==> config.mk <==
export PLATFORM = sky130hd
export DESIGN_NAME = windowed_event_rate_trigger_core
export DESIGN_NICKNAME = d
export VERILOG_FILES = /design/src/hdl/wert_pkg.sv /design/src/hdl/wert_ctrl.sv /design/src/hdl/wert_dp.sv /design/src/hdl/windowed_event_rate_trigger_core.sv
export SDC_FILE = /design/constraint.sdc
export NUM_CORES = 2
export LEC_CHECK = 0
export BUFFER_PORTS_ARGS = -buffer_cell sky130_fd_sc_hd__buf_2
export CAP_MARGIN = 20
export CORE_MARGIN = 2
export CORE_UTILIZATION = 35
export DETAILED_ROUTE_END_ITERATION = 8
export MAX_ROUTING_LAYER = met4
export PLACE_DENSITY = 0.6
export SETUP_SLACK_MARGIN = 0.02
export SYNTH_ARGS = -nofsm -noshare
export SYNTH_HDL_FRONTEND = slang
export SYNTH_SLANG_ARGS = --single-unit
==> constraint.sdc <==
create_clock -name clk -period 5.6 [get_ports clk]
set_input_delay 1.12 -clock clk [delete_from_list [all_inputs] [get_ports clk]]
set_output_delay 1.12 -clock clk [all_outputs]
set_load 0.1 [all_outputs]
==> src/hdl/wert_pkg.sv <==
// Shared types and constants for the windowed event-rate trigger.
package wert_pkg;

  localparam logic [31:0] ALL_ONES_32 = 32'hFFFF_FFFF;
  localparam logic [6:0]  TOTAL_MAX   = 7'h7F;

  // Configuration register indexes
  typedef enum logic [2:0] {
    CFG_ID_LOW        = 3'd0,
    CFG_ID_HIGH       = 3'd1,
    CFG_SEVERITY_MASK = 3'd2,
    CFG_REPEAT_NEEDED = 3'd3,
    CFG_WINDOW_SECS   = 3'd4,
    CFG_CLEAR_ON_TRIG = 3'd5,
    CFG_INVERT_PAT    = 3'd6
  } cfg_idx_t;

  // Controller states
  typedef enum logic [2:0] {
    ST_IDLE,
    ST_EVAL,
    ST_READ,
    ST_CMP,
    ST_APPEND,
    ST_FINISH
  } state_t;

  // Controller to datapath commands
  typedef struct packed {
    logic latch;   // capture input transfer
    logic eval;    // settle result for no-hit or window-off events
    logic rd;      // read oldest window entry
    logic pop;     // drop oldest window entry
    logic append;  // write new hit time, settle windowed result
    logic load;    // move result into output register, bump totals
  } cmd_t;

  // Datapath to controller status
  typedef struct packed {
    logic hit;       // event passes filter and pattern check
    logic win_off;   // window disabled by configuration
    logic held_nz;   // window holds at least one entry
    logic held_gt1;  // window holds more than one entry
    logic expired;   // entry just read is older than the window
    logic out_free;  // output register can take a result this cycle
  } sts_t;

endpackage

==> src/hdl/wert_ctrl.sv <==
// Controller state machine for the windowed event-rate trigger.
module wert_ctrl
  import wert_pkg::*;
(
  input  logic clk,
  input  logic rst_n,
  input  logic in_tvalid,
  output logic in_tready,
  input  sts_t sts,
  output cmd_t cmd
);

  state_t state_r, state_nxt;

  // State register
  always_ff @(posedge clk) begin
    if (!rst_n) begin
      state_r <= ST_IDLE;
    end else begin
      state_r <= state_nxt;
    end
  end

  // Next state and commands
  always_comb begin
    state_nxt = state_r;
    cmd       = '0;
    in_tready = 1'b0;
    case (state_r)
      ST_IDLE: begin
        in_tready = 1'b1;
        if (in_tvalid) begin
          cmd.latch = 1'b1;
          state_nxt = ST_EVAL;
        end
      end
      ST_EVAL: begin
        if (!sts.hit || sts.win_off) begin
          cmd.eval  = 1'b1;
          state_nxt = ST_FINISH;
        end else if (sts.held_nz) begin
          state_nxt = ST_READ;
        end else begin
          state_nxt = ST_APPEND;
        end
      end
      ST_READ: begin
        cmd.rd    = 1'b1;
        state_nxt = ST_CMP;
      end
      ST_CMP: begin
        if (sts.expired) begin
          cmd.pop   = 1'b1;
          state_nxt = sts.held_gt1 ? ST_READ : ST_APPEND;
        end else begin
          state_nxt = ST_APPEND;
        end
      end
      ST_APPEND: begin
        cmd.append = 1'b1;
        state_nxt  = ST_FINISH;
      end
      ST_FINISH: begin
        if (sts.out_free) begin
          cmd.load  = 1'b1;
          state_nxt = ST_IDLE;
        end
      end
      default: begin
        state_nxt = ST_IDLE;
      end
    endcase
  end

endmodule

==> src/hdl/wert_dp.sv <==
// Datapath: configuration, filter, hit-time window store, totals, output register.
module wert_dp
  import wert_pkg::*;
#(
  parameter int WINDOW_DEPTH = 64
)(
  input  logic         clk,
  input  logic         rst_n,
  input  cmd_t         cmd,
  output sts_t         sts,
  // configuration writes
  input  logic         cfg_we,
  input  logic [2:0]   cfg_index,
  input  logic [31:0]  cfg_data,
  // input item
  input  logic         in_filter_on,
  input  logic [31:0]  in_event_id,
  input  logic [31:0]  in_severity,
  input  logic [31:0]  in_now_seconds,
  input  logic         in_pattern_hit,
  // result
  output logic         out_valid,
  input  logic         out_ready,
  output logic         out_triggered,
  output logic [6:0]   out_repeat_total,
  output logic [31:0]  out_checked_total,
  output logic [31:0]  out_matched_total
);

  localparam int IDX_W = $clog2(WINDOW_DEPTH);
  localparam int CNT_W = $clog2(WINDOW_DEPTH + 1);
  localparam int SUM_W = IDX_W + 1;
  localparam int CMP_W = (CNT_W > 7) ? CNT_W : 7;

  // Configuration registers
  logic [31:0] id_low_r, id_high_r, sev_mask_r, window_secs_r;
  logic [6:0]  repeat_needed_r;
  logic        clear_on_trig_r, invert_pat_r;

  always_ff @(posedge clk) begin
    if (!rst_n) begin
      id_low_r        <= '0;
      id_high_r       <= ALL_ONES_32;
      sev_mask_r      <= ALL_ONES_32;
      repeat_needed_r <= '0;
      window_secs_r   <= '0;
      clear_on_trig_r <= 1'b0;
      invert_pat_r    <= 1'b0;
    end else if (cfg_we) begin
      case (cfg_idx_t'(cfg_index))
        CFG_ID_LOW:        id_low_r        <= cfg_data;
        CFG_ID_HIGH:       id_high_r       <= cfg_data;
        CFG_SEVERITY_MASK: sev_mask_r      <= cfg_data;
        CFG_REPEAT_NEEDED: repeat_needed_r <= cfg_data[6:0];
        CFG_WINDOW_SECS:   window_secs_r   <= cfg_data;
        CFG_CLEAR_ON_TRIG: clear_on_trig_r <= cfg_data[0];
        CFG_INVERT_PAT:    invert_pat_r    <= cfg_data[0];
        default: ;
      endcase
    end
  end

  // Captured input item
  logic        filt_r, pat_r;
  logic [31:0] id_r, sev_r, now_r;

  always_ff @(posedge clk) begin
    if (cmd.latch) begin
      filt_r <= in_filter_on;
      id_r   <= in_event_id;
      sev_r  <= in_severity;
      now_r  <= in_now_seconds;
      pat_r  <= in_pattern_hit;
    end
  end

  // Filter and pattern check
  logic pass;
  assign pass = !filt_r ||
                ((id_r >= id_low_r) && (id_r <= id_high_r) && ((sev_r & sev_mask_r) != '0));

  // Window store and its pointers
  logic [31:0]      mem [WINDOW_DEPTH];
  logic [31:0]      rdata_r;
  logic [IDX_W-1:0] oldest_r;
  logic [CNT_W-1:0] held_r;

  logic [IDX_W-1:0] oldest_inc;
  logic [SUM_W-1:0] wsum;
  logic [IDX_W-1:0] waddr;
  logic             full;
  logic [CNT_W-1:0] held_new;
  logic             fire_win;
  logic [CMP_W-1:0] held_ext;

  assign oldest_inc = (oldest_r == IDX_W'(WINDOW_DEPTH - 1)) ? '0 : oldest_r + IDX_W'(1);
  assign full       = (held_r == CNT_W'(WINDOW_DEPTH));
  assign wsum       = SUM_W'(oldest_r) + SUM_W'(held_r);
  assign held_new   = full ? held_r : held_r + CNT_W'(1);
  assign held_ext   = CMP_W'(held_new);
  assign fire_win   = (held_ext >= CMP_W'(repeat_needed_r));

  // Write slot: oldest + held, wrapped; a full store overwrites its oldest entry
  always_comb begin
    if (full) begin
      waddr = oldest_r;
    end else if (wsum >= SUM_W'(WINDOW_DEPTH)) begin
      waddr = IDX_W'(wsum - SUM_W'(WINDOW_DEPTH));
    end else begin
      waddr = IDX_W'(wsum);
    end
  end

  always_ff @(posedge clk) begin
    if (cmd.append) begin
      mem[waddr] <= now_r;
    end
    if (cmd.rd) begin
      rdata_r <= mem[oldest_r];
    end
  end

  // Oldest pointer and fill count
  always_ff @(posedge clk) begin
    if (!rst_n) begin
      oldest_r <= '0;
      held_r   <= '0;
    end else if (cmd.pop) begin
      oldest_r <= oldest_inc;
      held_r   <= held_r - CNT_W'(1);
    end else if (cmd.append) begin
      if (fire_win && clear_on_trig_r) begin
        oldest_r <= '0;
        held_r   <= '0;
      end else begin
        oldest_r <= full ? oldest_inc : oldest_r;
        held_r   <= held_new;
      end
    end
  end

  // Expiry: entry time plus window, without wrap, below now
  logic expired;
  assign expired = ({1'b0, rdata_r} + {1'b0, window_secs_r}) < {1'b0, now_r};

  // Result of the item in flight
  logic       res_fire_r;
  logic [6:0] res_total_r;

  always_ff @(posedge clk) begin
    if (cmd.eval) begin
      res_fire_r  <= pass && (pat_r ^ invert_pat_r);
      res_total_r <= {6'd0, pass && (pat_r ^ invert_pat_r)};
    end else if (cmd.append) begin
      res_fire_r  <= fire_win;
      res_total_r <= !fire_win ? 7'd0 :
                     (held_ext > CMP_W'(TOTAL_MAX)) ? TOTAL_MAX : held_ext[6:0];
    end
  end

  // Saturating totals and output register
  logic [31:0] checked_r, matched_r;
  logic        out_valid_r;

  always_ff @(posedge clk) begin
    if (!rst_n) begin
      checked_r   <= '0;
      matched_r   <= '0;
      out_valid_r <= 1'b0;
    end else begin
      if (cmd.load) begin
        out_valid_r <= 1'b1;
        if (checked_r != ALL_ONES_32) begin
          checked_r <= checked_r + 32'd1;
        end
        if (res_fire_r && (matched_r != ALL_ONES_32)) begin
          matched_r <= matched_r + 32'd1;
        end
      end else if (out_ready) begin
        out_valid_r <= 1'b0;
      end
    end
  end

  always_ff @(posedge clk) begin
    if (cmd.load) begin
      out_triggered    <= res_fire_r;
      out_repeat_total <= res_total_r;
    end
  end

  assign out_checked_total = checked_r;
  assign out_matched_total = matched_r;
  assign out_valid         = out_valid_r;

  // Status to controller
  assign sts.hit      = pass && (pat_r ^ invert_pat_r);
  assign sts.win_off  = (repeat_needed_r == '0) || (window_secs_r == '0);
  assign sts.held_nz  = (held_r != '0);
  assign sts.held_gt1 = (held_r > CNT_W'(1));
  assign sts.expired  = expired;
  assign sts.out_free = !out_valid_r || out_ready;

endmodule

==> src/hdl/windowed_event_rate_trigger_core.sv <==
// Top level of the windowed event-rate trigger.
//
// Usage: one log event per transfer on the in_ stream; one result per event
// on the out_ stream, in order. Registers are written on the cfg_ channel
// (cfg_ready is always high); the user must write them only while the block is
// idle, since the block itself does not enforce this. An unknown index is ignored.
// Steps after an event is accepted: a rejected event, a no-hit or a disabled
// window is settled (EVAL), then loaded (FINISH); a windowed hit on an empty
// window is appended (APPEND), then loaded; on a non-empty window the oldest
// entry is read (READ) and compared (CMP), each expired entry is dropped and the
// next one read, until one is not expired or none is left, then the hit is
// appended and loaded. Each entry looked at costs one read of the store, which
// has one read port with a registered output, and one compare. A new event can be
// taken in the cycle after the previous result has moved into the output
// register, not before; expiries average out to at most one per appended hit.
// Reset: the window is emptied, totals cleared and registers return to their
// defaults; the store contents themselves are not cleared, only held entries
// are read. When the receiver stalls, the result waits in the output register
// and the next event is worked up to the point of delivery, then holds.
module windowed_event_rate_trigger_core
  import wert_pkg::*;
#(
  parameter int WINDOW_DEPTH = 64
)(
  input  logic          clk,
  input  logic          rst_n,
  // configuration write channel
  input  logic          cfg_valid,
  output logic          cfg_ready,
  input  logic [2:0]    cfg_index,
  input  logic [31:0]   cfg_data,
  // event input stream
  input  logic          in_tvalid,
  output logic          in_tready,
  input  logic [103:0]  in_tdata,  // event_id[31:0], severity[63:32], now_seconds[95:64],
                                   // pattern_hit[96], zero[103:97]
  input  logic          in_tuser,  // filter_on[0]
  // result stream
  output logic          out_tvalid,
  input  logic          out_tready,
  output logic [71:0]   out_tdata  // triggered[0], repeat_total[7:1],
                                   // checked_total[39:8], matched_total[71:40]
);

  cmd_t cmd;
  sts_t sts;

  logic        trig;
  logic [6:0]  total;
  logic [31:0] checked, matched;

  assign cfg_ready = 1'b1;

  wert_ctrl u_ctrl (
    .clk       (clk),
    .rst_n     (rst_n),
    .in_tvalid (in_tvalid),
    .in_tready (in_tready),
    .sts       (sts),
    .cmd       (cmd)
  );

  wert_dp #(
    .WINDOW_DEPTH (WINDOW_DEPTH)
  ) u_dp (
    .clk               (clk),
    .rst_n             (rst_n),
    .cmd               (cmd),
    .sts               (sts),
    .cfg_we            (cfg_valid),
    .cfg_index         (cfg_index),
    .cfg_data          (cfg_data),
    .in_filter_on      (in_tuser),
    .in_event_id       (in_tdata[31:0]),
    .in_severity       (in_tdata[63:32]),
    .in_now_seconds    (in_tdata[95:64]),
    .in_pattern_hit    (in_tdata[96]),
    .out_valid         (out_tvalid),
    .out_ready         (out_tready),
    .out_triggered     (trig),
    .out_repeat_total  (total),
    .out_checked_total (checked),
    .out_matched_total (matched)
  );

  assign out_tdata = {matched, checked, total, trig};

endmodule
== Word-level counts from Yosys, hierarchy flattened ==
Memories as Yosys holds them, arrays and structs flattened. A register that Yosys moved wholly into a read port is not among the register bits.
Cells that the tools add are included.

* $add $sub $neg: 8
* Magnitude comparators: 7
* Equal/unequal tests: 17
* Mux-type cells: 39
* Bitwise logic cells: 2
* Reductions and logical operators: 33

{| class="wikitable"
|+ Operators by type and width
! operator !! number
|-
| 32-bit by 1-bit adder with 32-bit output, second input constant || 2
|-
| 32-bit inequality test, second input constant || 2
|-
| 6-bit 2-to-1 mux || 7
|-
| 7-bit 2-to-1 mux || 6
|-
| 32-bit by 32-bit adder with 33-bit output || 1
|-
| 33-bit by 32-bit less-than comparator with 1-bit output || 1
|-
| 32-bit AND || 1
|-
| 32-bit greater-or-equal comparator || 1
|-
| 32-bit <= comparator || 1
|-
| 32-bit logical NOT || 1
|-
| 32-bit nonzero test || 1
|-
| 2-bit AND reduction || 11
|-
| 1-bit 2-to-1 mux || 19
|-
| 3-bit 2-to-1 mux || 6
|-
| 3-bit case mux with 6 select lines || 1
|-
| 3-bit == test, second input constant || 5
|-
| 3-bit by 2-bit == test with 1-bit output, second input constant || 4
|-
| 6-bit by 7-bit adder with 7-bit output || 1
|-
| 7-bit by 1-bit adder with 7-bit output, second input constant || 1
|-
| 7-bit == test, second input constant || 1
|-
| 7-bit greater-or-equal comparator || 1
|-
| 7-bit greater-or-equal comparator, second input constant || 1
|-
| 7-bit by 1-bit > comparator with 1-bit output, second input constant || 1
|-
| 7-bit > comparator, second input constant || 1
|-
| 15 further kinds || 29
|}

* Flip-flop bits (word level): 332
* Bits in writable memories: 2,048
* Output and inout bits: 75
* Memories: 1

{| class="wikitable"
|+ Memories
! memory !! depth !! bits a word !! read ports !! clocked after Yosys merged registers in !! wr ports !! line !! text
|-
| u_dp.mem || 64 || 32 || 1 || 1 || 1 || wert_dp.sv:83 || <nowiki>logic [31:0] mem [WINDOW_DEPTH];</nowiki>
|}

== Logic depth before layout (Yosys ltp) ==
* Word-level depth: 10
* Mapped depth: 21
* Mapped depth without buffers: 20

== Cells and area by module ==
A second synthesis with hierarchy kept.

* Cell total of the unflattened synthesis: 4,835
* Area, all modules: 95,517.9 µm²

{| class="wikitable"
|+ Modules (own cells, without submodules)
! module !! instances !! cells each !! area an instance (µm²)
|-
| wert_dp || 1 || 4,802 || 95,221.3
|-
| wert_ctrl || 1 || 30 || 277.8
|-
| windowed_event_rate_trigger_core || 1 || 3 || 18.8
|}

== Worst setup path after synthesis ==
Ideal clock, no wire load.

* Path kind: reg2reg
* Start: reg u_ctrl.state_r[0]
* End: reg u_dp.filt_r (enable)
* Library setup time: 466 ps
* Arrival: 5,128 ps
* Required time: 5,134 ps
* Setup slack: 6 ps
* Stages on the path, launching flop included: 4
* Buffers on the path: 1
* Clock period less this slack: 5,594 ps
* Cell sequence: dfxtp_1 > clkbuf_1 > nor3_1 > and2_1

{| class="wikitable"
|+ RTL lines
! item !! line !! text
|-
| start, declared || wert_ctrl.sv:13 || <nowiki>state_t state_r, state_nxt;</nowiki>
|-
| start signal, assigned || wert_ctrl.sv:20 || <nowiki>state_r <= state_nxt;</nowiki>
|-
| end signal, assigned || wert_dp.sv:69 || <nowiki>filt_r <= in_filter_on;</nowiki>
|-
| end, declared || wert_dp.sv:64 || <nowiki>logic filt_r, pat_r;</nowiki>
|}

== Worst setup path after layout ==
* Start: reg u_dp.rdata_r[9] (read register of u_dp.mem)
* End: reg u_dp.oldest_r[2]

* Word-level cells in the longest chain between the ends: 6
* Elaborated cells on any way between the ends: 8
* Those cells by class: add/sub (1); order compare (1); mux (3); reduce/logical (3)

{| class="wikitable"
|+ Ends and longest elaborated chain
! item !! line !! text
|-
| start, declared || wert_dp.sv:84 || <nowiki>logic [31:0] rdata_r;</nowiki>
|-
| 32-bit by 32-bit adder with 33-bit output * || wert_dp.sv:144 || <nowiki>assign expired = ({1'b0, rdata_r} + {1'b0, window_secs_r}) < {1'b0, now_r};</nowiki>
|-
| 33-bit by 32-bit less-than comparator with 1-bit output * || wert_dp.sv:144 ||
|-
| 1-bit 2-to-1 mux * || wert_ctrl.sv:52 || <nowiki>if (sts.expired) begin</nowiki>
|-
| 1-bit 2-to-1 mux * || wert_ctrl.sv:29 || <nowiki>case (state_r)</nowiki>
|-
| 3-bit nonzero test (no line) / 2-bit nonzero test (equally long branches) || n/a ||
|-
| 2-bit AND reduction (no line) || n/a ||
|-
| end signal, assigned || wert_dp.sv:129 || <nowiki>oldest_r <= oldest_inc;</nowiki>
|-
| end signal, assigned || wert_dp.sv:136 || <nowiki>oldest_r <= full ? oldest_inc : oldest_r;</nowiki>
|-
| end, declared || wert_dp.sv:85 || <nowiki>logic [IDX_W-1:0] oldest_r;</nowiki>
|}

Every way passes the cells marked *; elsewhere a longest branch is shown, timed or not.
A chain may end at the register's enable or synchronous reset.

==> flow_summary.ini <==
[sta]
fin_worst_skew_ps = 44.3
tightestPinTransition_ps = 1200
final-setup-viol-count = 0
fin_crit_sh_pct = 92.2
maxSlewHeadroom_pct = 18.9
max_clock_freq_mhz = 194
fin_setup_tns_ps = 0
final_hold_violation_count = 0
final.min_clock_period_ps = 5160
rsz0062_at_grt = false
final.hold.worst_slack_ps = 408
drv_slew = 0

[die]
fp.dieArea_sq_mm = 0.278
core.rowCount = 192
core_area_sq_mm = 0.273
initial_core_util_pct = 35.1
die_width_um = 527
floorplan.die.height_um = 527
ios = 220

[hold_path]
min-delay-start = in_tdata[69]
holdPathEnd = u_dp.now_r[5]
hold_path_depth = 1
hold_path_class = in2reg

[placement]
placed_area_sq_mm = 0.102
routabilityCongestion = 0.857
dpl.cell_count = 8628
half_perimeter_wire_length_after_placement_mm = 143
io_buffers = 211

[global_route]
grt_start_max_net_pins = 103
via_count_of_the_first_global_routing_pass = 49200
grt_antenna_before_repair = 20
grt_remaining_overflow = 0
global_route_wire_length_before_repair_mm = 359
globalRouteTotalUtil_pct = 18.4

[clocking]
root_buffer = clkbuf_16
clk_latency_ps = 880
path_clk_slew_ps = 60
holdBufCountCts = 0
postCtsSetupBuffers = 0
clock_path_buffers = 3
h-tree-depth = 4
cts.sinks = 2412
cts_made_buffers = 238
clock_tree_from_tritoncts = built

[critical_path]
cpMaxStageDelayCell = ha_1
worst_r2r_path_depth = 19
arrival_ps = 5910
rr_startpoint = u_dp.rdata_r[9]
path_buf_inv = 1
timing.rr.end = u_dp.oldest_r[2]
crit_path_cell_trace = ha_1 -> a211oi_1 -> o21bai_1 -> o31a_1 -> a211o_1 -> a21oi_2 -> nand2b_1 -> a21oi_1 -> xnor2_1 -> ha_1 -> a21oi_1 -> nor2_1 -> o41ai_1 -> o2111ai_1 -> nor3_1 -> buf_4 -> and2_0 -> o21ai_0 -> a32o_1
setup.worst_path.class = reg2reg
slowest_delay_ps = 400
crit_end_category = register
worst_ep_required_time_ps = 6350
worstSetupStartpointType = register
worst-r2r-setup-slack_ps = 440
critPathTopFamily = compound AO/OA/AOI/OAI gates
critical_path.max_fanout = 8

[synthesis]
synth_enable_flop_cells = 2188
yosys_warnings = 0
ys_async_sr_fraction_pct = 0
synthesis.area_per_instance_sq_um = 19.5
yosys_most_used_dff = edfxtp_1
synth.ff_latch_count = 2412
synth_area_sq_mm = 0.0958
yosysUniqueCellTypes = 74
syn-instance-count = 4908
number_of_nets_produced_by_synthesis = 5201
register_area_share_after_synthesis_pct = 73.3

[drt]
viasPerCell = 5.42
wire_per_inst_um = 27.9
postRouteAntennaNets = 0
vias = 49200
drt_pre_antenna_iters = 6
drcViolationCount = 0
initialDrtViolationCount = 6072
routed_wl_mm = 253

[power_and_ir_drop]
power_density_mw_per_mm2 = 344
static-leakage-power_nw = 34.5
design_power_total_w = 0.0378
vdd.ir_drop.worst_mv = 0.348

[finish]
fillers = 24100
highest_count_cells_in_the_layout_ignoring_fill_and_taps = edfxtp_1, mux4_2, nand2_1
largest_reg_flops = 2048
largest_register_by_flop_count = u_dp.mem
areaGrowthSynthToFinish_pct = 14.7
layout_commonest_cell = edfxtp_1
final_area_sq_mm = 0.110
fraction_of_layout_instances_using_a_drive_strength_above_1_pct = 26.7
num-nets-final = 5575
multi_input_area_sq_mm = 0.0244
final-instance-count-excl-fill = 9082
area.sequential_sq_mm = 0.0702

[flow_run]
timing.max_cap.violations = 0

[status]
status = completed
-- power breakdown --
part,switching [W],total [W],internal [W]
registers,0.000153,0.0202,0.0201
logic,0.00151,0.00205,0.000542
clock network,0.00686,0.0155,0.00864
total,0.00852,0.0378,0.0293
-- through the flow --
stage                     worst slack (ps)  util (%)
after floorplan                        789         -
final                                  439      40.2
after detailed placement               365      37.4
after global placement                 302      37.4
after CTS                              303      40.2
after global routing                   108      40.2
-- cell families (layout without fill, tap and decap cells) --
group	Yosys count	count (layout)	synth area share, %
XOR/XNOR	94	94	0.860
multiplexers	690	690	15.8
flip-flops	2412	2412	73.3
AO/OA/AOI/OAI	394	394	2.58
buffers and inverters	370	944	1.58
other	1	12	0.00392
AND/OR/NAND/NOR	799	799	3.90
adder cells (fa/ha/maj)	148	148	1.95
-- Yosys cell counts (19+ instances only) --
cell / instances / area (sq um)
mux4_2: 659 / 14800
nor3_1: 85 / 425
xnor2_1: 51 / 447
xor2_1: 43 / 377
buf_1: 23 / 86.3
edfxtp_1: 2188 / 65700
clkbuf_1: 146 / 548
nor2b_1: 19 / 119
nand2_1: 344 / 1290
buf_2: 59 / 295
o21ai_0: 62 / 310
ha_1: 146 / 1830
nor4_1: 19 / 119
nand3_1: 100 / 500
nor2_1: 99 / 372
inv_1: 133 / 499
a21o_1: 26 / 195
o211ai_1: 35 / 263
a21oi_1: 164 / 821
nand4_1: 41 / 257
dfxtp_1: 224 / 4480
-- worst max-delay path by stage --
stage | startpoint | depth (start not counted) | to
4_1_cts | u_dp.rdata_r[9] | 19 | u_dp.oldest_r[2]
2_1_floorplan | u_dp.held_r[0] | 11 | u_dp.mem[34][0]
5_1_grt | u_dp.rdata_r[16] | 19 | u_dp.oldest_r[2]
3_3_place_gp | u_dp.rdata_r[9] | 19 | u_dp.oldest_r[2]
6_report | u_dp.rdata_r[9] | 19 | u_dp.oldest_r[2]
3_5_place_dp | u_dp.rdata_r[9] | 19 | u_dp.oldest_r[2]
-- area by class of cell --
cell class	count	share of cell area, %
diodes	11	0.0251
clock buffers	301	5.75
clock inverters	139	1.16
inverters	133	0.457
multi-input cells	2126	22.2
flip-flops and latches	2412	63.9
well taps	3589	4.09
repair buffers	371	2.36
-- layer usage --
metal	GRT usage, %	share of wire, %	wire length (um)	vias to the layer above
met5	-	0	0	-
met1	25.0	42	107000	26200
met2	29.0	48	121000	1990
met4	4.04	1.9	4800	0
met3	3.27	8.0	20100	301
li1	-	-	-	20800
-- what timing repair did --
item	in CTS	in global routing
endpoints found under the hold margin	0	0
resized for setup	0	1
endpoints found under the setup margin	0	1
No activity file was read; power rests on OpenSTA's default activity.
